`src/design/skt_pkg.sv`:
```
// Package for the sorted key table: sizes, codes, controller states and
// the command struct between controller and datapath. No dependencies.
package skt_pkg;
	localparam int Depth = 64;
	localparam int IdxW = $clog2(Depth);
	localparam int CntW = IdxW + 1;
	localparam logic [31:0] TimeoutReset = 32'd1000;

	typedef enum logic [1:0] {
		CMD_SEARCH  = 2'd0,
		CMD_ADD     = 2'd1,
		CMD_REMOVE  = 2'd2,
		CMD_SPECIAL = 2'd3
	} cmd_t;

	typedef enum logic [1:0] {
		ST_OK       = 2'd0,
		ST_COLLIDE  = 2'd1,
		ST_FULL     = 2'd2,
		ST_NOTFOUND = 2'd3
	} status_t;

	typedef enum logic [2:0] {
		S_IDLE,
		S_CMP,
		S_PICK,
		S_EXEC,
		S_OUT
	} state_t;

	// controller to datapath
	typedef struct packed {
		logic load;     // capture the input item
		logic compare;  // register per-entry compare vectors
		logic pick;     // priority pick over the compare vectors
		logic exec;     // apply shift / stamp clear, form the result
	} dp_cmd_t;
endpackage

```
`src/design/skt_ctrl.sv`:
```
// Controller of the sorted key table: sequences load, compare, pick and
// execute, and runs the output handshake. Depends on skt_pkg.
module skt_ctrl (
	input  logic               clk,
	input  logic               arst_n,
	input  logic               in_fire,
	input  logic               out_fire,
	output logic               in_rdy,
	output logic               out_vld,
	output skt_pkg::dp_cmd_t   cmd
);
	import skt_pkg::*;

	state_t state_q, state_d;

	// state register
	always_ff @(posedge clk or negedge arst_n) begin
		if (!arst_n) begin
			state_q <= S_IDLE;
		end else begin
			state_q <= state_d;
		end
	end

	// next state and commands
	always_comb begin
		state_d = state_q;
		cmd = '0;
		in_rdy = 1'b0;
		out_vld = 1'b0;
		case (state_q)
			S_IDLE: begin
				in_rdy = 1'b1;
				if (in_fire) begin
					cmd.load = 1'b1;
					state_d = S_CMP;
				end
			end
			S_CMP: begin
				cmd.compare = 1'b1;
				state_d = S_PICK;
			end
			S_PICK: begin
				cmd.pick = 1'b1;
				state_d = S_EXEC;
			end
			S_EXEC: begin
				cmd.exec = 1'b1;
				state_d = S_OUT;
			end
			S_OUT: begin
				out_vld = 1'b1;
				in_rdy = out_fire;
				if (out_fire) begin
					if (in_fire) begin
						cmd.load = 1'b1;
						state_d = S_CMP;
					end else begin
						state_d = S_IDLE;
					end
				end
			end
			default: state_d = S_IDLE;
		endcase
	end
endmodule

```
`config.mk`:
```
export PLATFORM = sky130hd
export DESIGN_NAME = skt_ctrl
export DESIGN_NICKNAME = d
export VERILOG_FILES = /design/src/design/skt_pkg.sv /design/src/design/skt_ctrl.sv
export SDC_FILE = /design/constraint.sdc
export NUM_CORES = 1
export LEC_CHECK = 0
export BUFFER_PORTS_ARGS = -buffer_cell sky130_fd_sc_hd__buf_4
export CAP_MARGIN = 15
export CORE_AREA = 2 2 39 41
export CTS_CLUSTER_DIAMETER = 200
export CTS_CLUSTER_SIZE = 28
export DETAILED_ROUTE_END_ITERATION = 16
export DIE_AREA = 0 0 41 43
export GPL_TIMING_DRIVEN = 0
export HOLD_SLACK_MARGIN = 0.03
export PLACE_DENSITY = 0.38
export SLEW_MARGIN = 20
export SYNTH_ARGS = -nofsm -noshare
export SYNTH_HDL_FRONTEND = slang
export SYNTH_SLANG_ARGS = --single-unit
export TNS_END_PERCENT = 30
```
`constraint.sdc`:
```
create_clock -name clk -period 1 [get_ports clk]
set_clock_uncertainty 0.15 [all_clocks]
set_input_delay 0.1 -clock clk [delete_from_list [all_inputs] [get_ports clk]]
set_output_delay 0.1 -clock clk [all_outputs]
set_load 0.01 [all_outputs]
```
After elaboration in Yosys (flattened, before gate mapping)
Cells that the tools add are included.
W data, S select, Z words.
{ "word_totals": {"register_bits": 3} }
{ "op_classes": {"muxes": 12, "reduce_logical": 2, "n_eq_ne": 6} }
{ "op_table": {"columns": ["operator", "n"], "rows": [
  ["$pmux W3 S5", 1],
  ["$mux W1", 7],
  ["$eq A3 B2 Y1 const B", 2],
  ["$mux W3", 2],
  ["$ne A2 B2 Y1 const B", 2],
  ["$pmux W1 S2", 2],
  ["$eq A3 B1 Y1 const B", 1],
  ["$eq A3 B3 Y1 const B", 1],
  ["$logic_not A3 Y1", 1],
  ["$reduce_and A2 Y1", 1]
]} }

Logic depth before layout (Yosys ltp)
Gate-level depths: netlist (run 1).
{ "depth": {"ltp_word": 3, "mapped_depth": 2, "ltp_nobuf": 2} }

Least setup slack after synthesis (run 1)
No wires, ideal clock.
{ "synth_path": {"path_type": "flip-flop to flip-flop", "from": "register state_q[2]", "to": "register state_q[2]", "setup_time_ns": 0.120, "stages_incl_launch_ff": 3, "synth_period_minus_slack_ns": 1.088, "n_path_buf": 0, "path_slack_ns": -0.088, "t_arrival_ns": 0.818, "path_cell_list": "dfrtp_1 -> and3b_1 -> a31o_1"} }
{ "synth_via": {"elab_chain_cells": 3, "elab_cells_between_ends": 9, "classes_between": "6 x eq/ne; 1 x mux; 2 x reduce/logical"} }
{ "synth_rtl": {"columns": ["element", "line", "text"], "rows": [
  ["from (decl)", "skt_ctrl.sv:14", "state_t state_q, state_d;"],
  ["from (signal assigned)", "skt_ctrl.sv:21", "state_q <= state_d;"],
  ["$eq A3 B3 Y1 or $logic_not A3 Y1 (tied branches)", "skt_ctrl.sv:31", "case (state_q)"],
  ["$ne A2 B2 Y1 (no line)", null, null],
  ["$reduce_and A2 Y1 (no line)", null, null]
]} }
Several ways; a longest one is shown, not always the timed one.
A chain may end at the register's enable or synchronous reset.

==> implementation parameters, run 1 <==
Parameter                              Value

Status
  Result of the run ... finished, violations left
  Failing checks ... setup timing

Logic synthesis
  Count of warnings emitted by yosys ... 0
  Total nets after synthesis ... 22
  Top area cells in the synthesized netlist ... sky130_fd_sc_hd__dfrtp_1 44%, sky130_fd_sc_hd__nor3b_1 8.8%, sky130_fd_sc_hd__nand2b_1 7.3%
  Yosys top cell area share ... 43.80%
  Number of library cell types mapped by synthesis ... 12
  Cell area after synthesis ... 171.4 µm²
  Mapped Cells ... 18
  Cell type with the highest aggregate area in the netlist ... sky130_fd_sc_hd__dfrtp_1
  Sequential-to-total area share from yosys stat ... 43.80%
  Flops & latches, synth ... 3
  Average footprint of a synthesized cell ... 9.523 µm²

Global routing
  GR Util All Layers ... 6.143%
  Fraction of met2 tracks used by global routing ... 7.187%
  Met3 Use GR ... 2.094%
  Global route overflow ... 0
  Vias in the first global route ... 173
  Met1 routing resource usage after global routing ... 8.117%
  Global-route wire length before repair ... 696 µm
  Most Crowded Layer GR ... met1
  Antenna violations before repair ... 0
  Maximum number of pins on one net before global-route repair ... 9

Die
  Die Span Y ... 43 µm
  Die outline width ... 41 µm
  Floorplan die area ... 0.001763 mm²
  Count of standard-cell rows ... 14
  Std-Cell Core Area ... 0.001384 mm²
  Effective utilization at floorplan ... 12.39%
  Number of top-level pins ... 10

Timing
  Hold violation count in the final report ... 0
  Ratio of final minimum period to clock period ... 134.0%
  Post-layout worst setup margin ... -0.3403 ns
  Worst slew pin tran ... 0.1847 ns
  Post-layout min period ... 1.340 ns
  RSZ-0062 raised after global routing ... true
  Setup TNS after final layout ... -2.170 ns
  Worst-case headroom to the max-slew limit ... 87.66%
  Maximum clock frequency ... 0.7461 GHz
  Max Slew Vio Count ... 0
  Final Setup Violations ... 9

Layout
  Regs by FF count ... state_q x3
  Most frequent cells in the layout ... 12 x sky130_fd_sc_hd__buf_4, 3 x sky130_fd_sc_hd__clkbuf_4, 3 x sky130_fd_sc_hd__dfrtp_2
  Number of nets in the layout ... 41
  Post-Route Utilization ... 25.68%
  Number of antenna repair diodes ... 0
  Area delta synth->final ... 107.3%
  Post-layout instance area ... 355.3 µm²
  Proportion of layout cells with a drive suffix above 1 ... 66.67%
  Top reg by flops ... state_q
  Leading cell type in the layout, fill and taps excluded ... sky130_fd_sc_hd__buf_4
  Number of flip-flops under the largest register name ... 3

Clock tree
  CTS sink cnt ... 3
  Number of H-tree branching levels ... 1
  Root cell of the clock tree ... sky130_fd_sc_hd__clkbuf_4
  TritonCTS clock tree ... built
  Worst skew pair latency ... 0.23 ns
  Maximum count of clock buffers along a single path ... 2
  Clock Pin Slew Worst Setup and Hold Paths ... 0.04 ns
  Hold Buf Count CTS ... 1
  TritonCTS Buffers ... 3

Power
  Switching share of power ... 35.80%
  Psw ... 0.4061 mW
  Fraction of power consumed by sequential logic ... 25.7%
  Cell internal power dissipation ... 0.7283 mW
  Share of total power in the clock network ... 18.9%
  Part of the total power dissipated in combinational logic ... 55.4%
  Ratio of total power to cell area ... 3192 mW/mm²
  Leakage power ... 0.1653 nW
  Worst vdd ir ... 0.9930 mV

Place
  Post-Place Setup Slack ... -0.1844 ns
  Final GP Congestion ... 0.5340
  Placed Instance Area ... 259.0 µm²
  Total of buffers placed on input and output ports ... 9

Setup path
  Worst Path Class, Setup ... reg -> out
  Startpoint type of the worst setup path ... flop
  Crit path arrival time ... 1.09 ns
  Largest fanout on the critical path ... 7
  Crit path capture type ... output port
  Worst r2r src ... state_q[0]
  Worst Setup SP ... state_q[1]
  Required arrival time at the worst endpoint ... 0.75 ns
  R2R Setup Slk ... -0.17 ns

Flow run
  Count of maximum capacitance violations ... 0

Drt
  Post-DRT Antenna Nets ... 0
  Drc violations ... 0
  Final WL ... 523 µm
  Length of the first detailed-routing pass in iterations ... 1
  Routed wire per std cell ... 10.06 µm
  Per-cell via count in the routed design ... 3.635
  Routed via count ... 189
  Detailed Route Iter0 Violations ... 0

Worst hold path
  Startpoint of the tightest hold check path ... out_fire
  Hold WC Path Type ... in -> reg
==> critical path, cell delays in order, from the launching register on <==
cell and delay (ns):
sky130_fd_sc_hd__dfrtp_2 0.44, sky130_fd_sc_hd__nor2_4 0.14, sky130_fd_sc_hd__and3_4 0.18, sky130_fd_sc_hd__buf_6 0.09
==> Yosys cell counts <==
master / instances
sky130_fd_sc_hd__nor3b_1: 2
sky130_fd_sc_hd__and3b_1: 1
sky130_fd_sc_hd__dfrtp_1: 3
sky130_fd_sc_hd__and2_2: 1
sky130_fd_sc_hd__and2_1: 1
sky130_fd_sc_hd__and3_1: 1
sky130_fd_sc_hd__nor2_1: 3
sky130_fd_sc_hd__a31o_1: 1
sky130_fd_sc_hd__xnor2_1: 1
sky130_fd_sc_hd__nand2b_1: 2
sky130_fd_sc_hd__a211oi_1: 1
sky130_fd_sc_hd__inv_1: 1
==> path summary, 6_finish.rpt <==
path | endpoint | depth (start not counted)
worst max-delay path | cmd[3] | 3
worst min-delay path | state_q[0] | 3
worst max register to register | state_q[1] | 4
worst min register to register | state_q[1] | 1
max in group asynchronous | state_q[1] | 2
min in group asynchronous | state_q[2] | 2
==> per-layer routing <==
metal  routed length, µm  part of all wire (%)  vias to the layer above
li1                    -                     -                       96
met1                 215                    41                       83
met2                 244                    47                       10
met3                  62                    12                        0
met4                   0                     0                        0
met5                   0                     0                        -
==> cells by family after synthesis <==
kind of cell	count (synthesis)	share of synthesized area (%)
and+or+nand+nor	11	39.42
DFF	3	43.79
AOI/OAI and AO/OA	2	9.492
xor gates and xnor gates	1	5.110
buffers and inverters	1	2.188
==> layout make-up <==
class	count	area [µm²]
Fill cell	143	1028
Multi-Input combinational cell	14	115.1
Timing Repair Buffer	14	111.4
Sequential cell	3	78.83
Clock buffer	4	26.28
Tap cell	16	20.02
Inverter	1	3.754
==> power groups by stage <==
stage	clock network, mW	logic [mW]	registers [mW]
5_1_grt	0.238	0.694	0.304
3_3_place_gp	0	0.429	0.257
4_1_cts	0.224	0.566	0.280
3_5_place_dp	0	0.437	0.259
2_1_floorplan	0	0.242	0.242
6_report	0.215	0.628	0.292
==> repair_timing <==
action                                  in CTS  in global routing
hold endpoints to repair                     4                  1
endpoints found under the setup margin       8                  9
gates cloned                                 0                  0
gates resized for setup                      5                  4
setup buffers                                3                  1
pin swaps                                    1                  4
==> per-stage QoR <==
| stage | total power [mW] | instances | hold slack (ns) |
|---|---|---|---|
| after floorplan | 0.4848 | 18 | -0.3456 |
| after global placement | 0.6854 | 43 | -0.2620 |
| after detailed placement | 0.6954 | 43 | -0.2602 |
| after CTS | 1.069 | 51 | 0.003161 |
| after global routing | 1.235 | 52 | 0.01632 |
| final | 1.134 | 52 | 0.01266 |
No activity file was read; power rests on OpenSTA's default activity.
==> run 2: changes to the inputs <==
--- a/config.mk
+++ b/config.mk
@@ -14,7 +14,7 @@
 export DIE_AREA = 0 0 41 43
 export GPL_TIMING_DRIVEN = 0
 export HOLD_SLACK_MARGIN = 0.03
-export PLACE_DENSITY = 0.38
+export PLACE_DENSITY = 0.37
 export SLEW_MARGIN = 20
 export SYNTH_ARGS = -nofsm -noshare
 export SYNTH_HDL_FRONTEND = slang
==> constraint.sdc (replaced) <==
create_clock -name clk -period 1.3 [get_ports clk]
set_clock_uncertainty 0.15 [all_clocks]
set_input_delay 0.13 -clock clk [delete_from_list [all_inputs] [get_ports clk]]
set_output_delay 0.13 -clock clk [all_outputs]
set_load 0.01 [all_outputs]
==> run 2 against run 1 <==
Clock power shrank 23%. Utilization increased by 0.090 points. Worst setup slack improved by 0.29 ns. First-iteration DRC count unchanged. Sequential share of layout area down 0.078 points. Highest routed layer is now met4. The run still ends with setup timing left. Hold slack better by 0.037 ns. Flip-flop and latch count did not move. Non-clock buffer count grew 1.
==> implementation parameters, run 2 (same netlist as run 1, synthesis figures left out) <==
Parameter                              Value

Place
  Placed cells ... 43 (unchanged)
  Total of buffers placed on input and output ports ... 9 (unchanged)
  Detailed placer's ending HPWL ... 311.7 µm
  Final GP Congestion ... 0.5437 (+1.8%)
  Post-Place Setup Slack ... 0.08964 ns (+0.2741 ns)

Global routing
  Maximum number of pins on one net before global-route repair ... 9 (unchanged)
  GR Util All Layers ... 7.136% (+0.99 points)
  Antenna violations before repair ... 0 (unchanged)
  Vias in the first global route ... 188 (+8.7%)
  Global-route wire length before repair ... 738 µm (+6.0%)
  Global route overflow ... 0 (unchanged)

Drt
  Length of the first detailed-routing pass in iterations ... 1 (unchanged)
  Per-cell via count in the routed design ... 3.660 (+0.71%)
  Routed via count ... 194 (+2.6%)
  Final WL ... 480 µm (-8.2%)
  Post-DRT Antenna Nets ... 0 (unchanged)
  Drc violations ... 0 (unchanged)
  Routed wire per std cell ... 9.057 µm (-10%)
  Detailed Route Iter0 Violations ... 0 (unchanged)

Clock tree
  Root cell of the clock tree ... sky130_fd_sc_hd__clkbuf_4
  Maximum count of clock buffers along a single path ... 2 (unchanged)
  Number of H-tree branching levels ... 1 (unchanged)
  Clock Pin Slew Worst Setup and Hold Paths ... 0.04 ns (about the same)
  Worst skew pair latency ... 0.23 ns (about the same)
  TritonCTS clock tree ... built
  TritonCTS Buffers ... 3 (unchanged)
  CTS sink cnt ... 3 (unchanged)

Timing
  Setup TNS after final layout ... -0.1672 ns (+2.002 ns)
  Worst-case headroom to the max-slew limit ... 85.02% (-2.6 points)
  Hold violation count in the final report ... 0 (unchanged)
  Ratio of final minimum period to clock period ... 104.2%
  Max Slew Vio Count ... 0 (unchanged)
  Post-layout min period ... 1.354 ns
  Maximum clock frequency ... 0.7384 GHz
  Final Setup Violations ... 5 (-4)
  Worst slew pin tran ... 0.2234 ns (+0.03869 ns)
  Post-layout worst setup margin ... -0.05425 ns (+0.2860 ns)
  RSZ-0062 raised after global routing ... true

Power
  Share of total power in the clock network ... 19.6% (+0.7 points)
  Leakage power ... 0.1713 nW (+3.6%)
  Switching share of power ... 35.33% (-0.46 points)
  Psw ... 0.2984 mW (-27%)
  Part of the total power dissipated in combinational logic ... 52.9% (-2.5 points)
  Ratio of total power to cell area ... 2368 mW/mm² (-26%)
  Fraction of power consumed by sequential logic ... 27.5% (+1.8 points)
  Worst vdd ir ... 0.7429 mV (-25%)
  Cell internal power dissipation ... 0.5461 mW (-25%)

Layout
  Top reg by flops ... state_q
  Proportion of layout cells with a drive suffix above 1 ... 62.16% (-4.5 points)
  Number of flip-flops under the largest register name ... 3 (unchanged)
  Count of filler cells inserted in the layout ... 154 (+7.7%)
  Most frequent cells in the layout ... 13 x sky130_fd_sc_hd__buf_4, 3 x sky130_fd_sc_hd__clkbuf_4, 3 x sky130_fd_sc_hd__dfrtp_2
  Leading cell type in the layout, fill and taps excluded ... sky130_fd_sc_hd__buf_4
  Area delta synth->final ... 108.0%
  Number of antenna repair diodes ... 0 (unchanged)
  Number of cells in the finished layout apart from fillers ... 53 (+1.9%)
  Regs by FF count ... state_q x3
  Number of nets in the layout ... 42 (+2.4%)

Die
  Number of top-level pins ... 10 (unchanged)
  Std-Cell Core Area ... 0.001384 mm² (unchanged)
  Effective utilization at floorplan ... 12.39% (unchanged)
  Die Span Y ... 43 µm (unchanged)
  Count of standard-cell rows ... 14 (unchanged)
  Floorplan die area ... 0.001763 mm² (unchanged)
  Die outline width ... 41 µm (unchanged)

Worst hold path
  Startpoint of the tightest hold check path ... in_fire
  Hold WC Path Type ... in -> reg
  Min-Delay Path Depth ... 3 (unchanged)
  Worst Hold Path EP ... state_q[0]

Setup path
  Destination of the worst register-to-register timing path ... state_q[1]
  Crit path capture type ... output port
  Worst r2r src ... state_q[0]
  Highest-delay cell along the critical path ... sky130_fd_sc_hd__dfrtp_2
  Number of cells traversed by the worst register-to-register path ... 4 (unchanged)
  Required arrival time at the worst endpoint ... 1.02 ns (+0.27 ns)
  Largest fanout on the critical path ... 6 (-1)
  Highest cell delay on the worst timing path ... 0.45 ns (about the same)
  Worst Path Class, Setup ... reg -> out
  Cells along the critical path ... nor2_4, and3_1, buf_4
  Startpoint type of the worst setup path ... flop
  R2R Setup Slk ... 0.13 ns (+0.30 ns)
  Crit path arrival time ... 1.07 ns (-0.02 ns)

Flow run
  Count of maximum capacitance violations ... 0 (unchanged)

Status
  Failing checks ... setup timing
  Result of the run ... finished, violations left
run 2: cell count changes in the layout (fill, tap and decap cells not counted):
| cell | before | now |
|---|---|---|
| sky130_fd_sc_hd__dlygate4sd3_1 | 1 | 2 |
| sky130_fd_sc_hd__and3_4 | 1 | 0 |
| sky130_fd_sc_hd__and3_1 | 0 | 1 |
| sky130_fd_sc_hd__nor3b_1 | 1 | 0 |
| sky130_fd_sc_hd__a211oi_2 | 1 | 0 |
| sky130_fd_sc_hd__nor3b_2 | 1 | 2 |
| sky130_fd_sc_hd__buf_6 | 1 | 0 |
| sky130_fd_sc_hd__buf_4 | 12 | 13 |
| sky130_fd_sc_hd__a211oi_1 | 0 | 1 |
run 2: how the worst max path moves through the flow:
stage / to / from / slack [ns] / cells after the start
floorplan: state_q[2] / state_q[2] / 0.21 / 2
global placement: cmd[3] / state_q[1] / 0.12 / 3
detailed placement: cmd[3] / state_q[1] / 0.09 / 3
CTS: cmd[3] / state_q[0] / -0.06 / 3
global route: cmd[3] / state_q[0] / -0.12 / 3
finish: cmd[3] / state_q[0] / -0.05 / 3
run 2: repair_timing:
| item | 4_1_cts | 5_1_grt |
|---|---|---|
| resized for setup | 6 | 1 |
| hold buffers | 1 | 1 |
| buffers inserted | 3 | 1 |
| gates cloned | 0 | 0 |
| pin swaps | 2 | 1 |
| hold endpoints to repair | 3 | 1 |
| setup endpoints to repair | 6 | 6 |
run 2: power groups by stage:
stage	registers [mW]	clock network, mW	logic [mW]
6_report	0.232	0.166	0.447
4_1_cts	0.225	0.175	0.424
3_5_place_dp	0.204	0	0.333
3_3_place_gp	0.200	0	0.330
2_1_floorplan	0.187	0	0.186
5_1_grt	0.242	0.190	0.503
run 2: per-stage QoR:
step / instance area (µm²) / utilization, % / hold WS [ns] / power [mW]
3_3_place_gp: 259.0 / 18.72 / -0.2319 / 0.5302
3_5_place_dp: 259.0 / 18.72 / -0.2303 / 0.5369
5_1_grt: 356.6 / 25.77 / 0.03769 / 0.9346
6_report: 356.6 / 25.77 / 0.04918 / 0.8444
4_1_cts: 334.1 / 24.14 / 0.03299 / 0.8237
2_1_floorplan: 171.4 / - / -0.3156 / 0.3729
run 2: worst max-delay path, delay by kind of cell (launching register included):
family | cells | cell delay (ns)
simple gates | 2 | 0.28
buf+inv | 1 | 0.11
flops | 1 | 0.45
run 2: layer usage:
metal	wire [µm]	GRT usage, %
met5	0	0
met1	211	7.742
met4	14	10.00
met3	56	3.141
met2	197	8.125
run 2: layout make-up:
class | count | area [µm²] | area share [%]
repair buffers | 15 | 117.6 | 32.98
multi-input cells | 14 | 110.1 | 30.88
clock buffers | 4 | 26.28 | 7.368
flip-flops and latches | 3 | 78.83 | 22.11
inverters | 1 | 3.754 | 1.053
well taps | 16 | 20.02 | 5.614
==> run 3: changes to the inputs <==
--- a/config.mk
+++ b/config.mk
@@ -15,6 +15,7 @@
 export GPL_TIMING_DRIVEN = 0
 export HOLD_SLACK_MARGIN = 0.03
 export PLACE_DENSITY = 0.37
+export RECOVER_POWER = 50
 export SLEW_MARGIN = 20
 export SYNTH_ARGS = -nofsm -noshare
 export SYNTH_HDL_FRONTEND = slang
==> run 3 against run 2 <==
The flow still finishes with violations (setup timing). Combinational power about the same. Register-to-register slack barely moved. Non-clock buffer count unchanged. First-iteration DRC count is the same. Design area down 1.1%. Clock-buffer cell count is the same. Cell count did not move. Worst setup slack about the same. Maximum frequency is essentially flat.
==> implementation parameters, run 3 (same netlist as run 1, synthesis figures left out) <==
Parameter                              Value

Status
  Result of the run ... finished, violations left
  Failing checks ... setup timing

Place
  Total of buffers placed on input and output ports ... 9 (unchanged)
  Placed cells ... 43 (unchanged)
  Final GP Congestion ... 0.5437 (unchanged)
  Detailed placer's ending HPWL ... 311.7 µm (unchanged)

Setup path
  Startpoint type of the worst setup path ... flop
  Cells along the critical path ... nor2_4, and3_1, buf_4
  Crit path capture type ... output port
  Worst Path Class, Setup ... reg -> out
  Highest-delay cell along the critical path ... sky130_fd_sc_hd__dfrtp_2
  Number of cells traversed by the worst register-to-register path ... 4 (unchanged)
  R2R Setup Slk ... 0.13 ns (about the same)
  Destination of the worst register-to-register timing path ... state_q[1]
  Largest fanout on the critical path ... 6 (unchanged)
  Crit path arrival time ... 1.07 ns (about the same)
  Highest cell delay on the worst timing path ... 0.45 ns (about the same)
  Worst r2r src ... state_q[0]
  Required arrival time at the worst endpoint ... 1.02 ns (about the same)

Layout
  Number of antenna repair diodes ... 0 (unchanged)
  Number of flip-flops under the largest register name ... 3 (unchanged)
  Proportion of layout cells with a drive suffix above 1 ... 59.46% (-2.7 points)
  Regs by FF count ... state_q x3
  Top reg by flops ... state_q
  Leading cell type in the layout, fill and taps excluded ... sky130_fd_sc_hd__buf_4
  Number of cells in the finished layout apart from fillers ... 53 (unchanged)
  Most frequent cells in the layout ... 12 x sky130_fd_sc_hd__buf_4, 3 x sky130_fd_sc_hd__clkbuf_4, 3 x sky130_fd_sc_hd__dfrtp_2
  Area delta synth->final ... 105.8%
  Number of nets in the layout ... 42 (unchanged)

Drt
  Routed wire per std cell ... 9.057 µm (unchanged)
  Per-cell via count in the routed design ... 3.660 (unchanged)
  Detailed Route Iter0 Violations ... 0 (unchanged)
  Post-DRT Antenna Nets ... 0 (unchanged)
  Routed via count ... 194 (unchanged)
  Drc violations ... 0 (unchanged)
  Length of the first detailed-routing pass in iterations ... 1 (unchanged)
  Final WL ... 480 µm (unchanged)

Timing
  Hold violation count in the final report ... 0 (unchanged)
  Ratio of final minimum period to clock period ... 104.2% (about the same)
  Worst-case headroom to the max-slew limit ... 85.02% (unchanged)
  Post-layout min period ... 1.354 ns (+0.00001900 ns)
  RSZ-0062 raised after global routing ... true
  Maximum clock frequency ... 0.7384 GHz (about the same)
  Worst slew pin tran ... 0.2234 ns (unchanged)
  Max Slew Vio Count ... 0 (unchanged)
  Final Setup Violations ... 5 (unchanged)
  Post-layout worst setup margin ... -0.05426 ns (-0.00001900 ns)
  Worst hold slack ... 0.04917 ns (-0.00001690 ns)

Power
  Worst vdd ir ... 0.7429 mV (about the same)
  Cell internal power dissipation ... 0.5447 mW (-0.24%)
  Switching share of power ... 35.39% (+0.058 points)
  Fraction of power consumed by sequential logic ... 27.5% (about the same)
  Leakage power ... 0.1677 nW (-2.1%)
  Ratio of total power to cell area ... 2390 mW/mm² (+0.91%)
  Psw ... 0.2984 mW (about the same)
  Share of total power in the clock network ... 19.7% (about the same)
  Part of the total power dissipated in combinational logic ... 52.8% (about the same)

Clock tree
  Worst skew pair latency ... 0.23 ns (about the same)
  Root cell of the clock tree ... sky130_fd_sc_hd__clkbuf_4
  CTS sink cnt ... 3 (unchanged)
  Number of H-tree branching levels ... 1 (unchanged)
  Clock Pin Slew Worst Setup and Hold Paths ... 0.04 ns (about the same)
  Maximum count of clock buffers along a single path ... 2 (unchanged)
  TritonCTS clock tree ... built
  TritonCTS Buffers ... 3 (unchanged)

Global routing
  Global route overflow ... 0 (unchanged)
  Global-route wire length before repair ... 738 µm (unchanged)
  Maximum number of pins on one net before global-route repair ... 9 (unchanged)
  GR Util All Layers ... 7.136% (unchanged)
  Vias in the first global route ... 188 (unchanged)
  Antenna violations before repair ... 0 (unchanged)

Die
  Die outline width ... 41 µm (unchanged)
  Count of standard-cell rows ... 14 (unchanged)
  Die Span Y ... 43 µm (unchanged)
  Effective utilization at floorplan ... 12.39% (unchanged)
  Std-Cell Core Area ... 0.001384 mm² (unchanged)
  Floorplan die area ... 0.001763 mm² (unchanged)
  Number of top-level pins ... 10 (unchanged)

Flow run
  Count of maximum capacitance violations ... 0 (unchanged)

Worst hold path
  Worst Hold Path EP ... state_q[0]
  Startpoint of the tightest hold check path ... in_fire
  Min-Delay Path Depth ... 3 (unchanged)
  Hold WC Path Type ... in -> reg
run 3: changes by cell type in the layout (fill, tap and decap cells not counted), sizes merged:
cell	change
buf	-1
clkbuf	+1
run 3: routing by layer:
layer	vias to the layer above	GRT usage, %	share of wire, %
met5	-	0	0
met1	82	7.742	44
li1	98	-	-
met3	2	3.141	12
met2	12	8.125	41
met4	0	10.00	2.9
run 3: worst max path at each step:
| stage | start | end | slack, ns | cells past startpoint |
|---|---|---|---|---|
| final | state_q[0] | cmd[3] | -0.05 | 3 |
| after global routing | state_q[0] | cmd[3] | -0.12 | 3 |
| after CTS | state_q[0] | cmd[3] | -0.06 | 3 |
| after detailed placement | state_q[1] | cmd[3] | 0.09 | 3 |
| after global placement | state_q[1] | cmd[3] | 0.12 | 3 |
| after floorplan | state_q[2] | state_q[2] | 0.21 | 2 |
run 3: what timing repair did:
item	4_1_cts	5_1_grt
hold endpoints to repair	3	1
resized for setup	6	1
hold buffers	1	1
buffers inserted	3	1
pin swaps	2	1
setup endpoints to repair	6	6
run 3: through the flow:
step	utilization [%]	worst slack (ns)	power (mW)	instance area, µm²	TNS, ns
after floorplan	-	0.2120	0.3729	171.4	0
after global placement	18.72	0.1232	0.5302	259.0	0
after detailed placement	18.72	0.08964	0.5369	259.0	0
after CTS	24.14	-0.06214	0.8237	334.1	-0.2616
after global routing	25.50	-0.1214	0.9332	352.8	-0.5649
final	25.50	-0.05426	0.8432	352.8	-0.1673
run 3: cell type report:
| cell class | instances | area [µm²] |
|---|---|---|
| Inverter | 1 | 3.754 |
| Clock buffer | 4 | 26.28 |
| Tap cell | 16 | 20.02 |
| Timing Repair Buffer | 15 | 113.9 |
| Multi-Input combinational cell | 14 | 110.1 |
| Sequential cell | 3 | 78.83 |
| Fill cell | 156 | 1031 |
run 3: power by group through the flow:
stage / registers (mW) / logic, mW / clock network, mW
global route: 0.242 / 0.502 / 0.190
CTS: 0.225 / 0.424 / 0.175
global placement: 0.200 / 0.330 / 0
detailed placement: 0.204 / 0.333 / 0
floorplan: 0.187 / 0.186 / 0
finish: 0.232 / 0.446 / 0.166
run 3: critical path: cells and delay by family (launching register included):
| family | cells | cell delay [ns] |
|---|---|---|
| and+or+nand+nor | 2 | 0.28 |
| buffers and inverters | 1 | 0.11 |
| DFF | 1 | 0.45 |
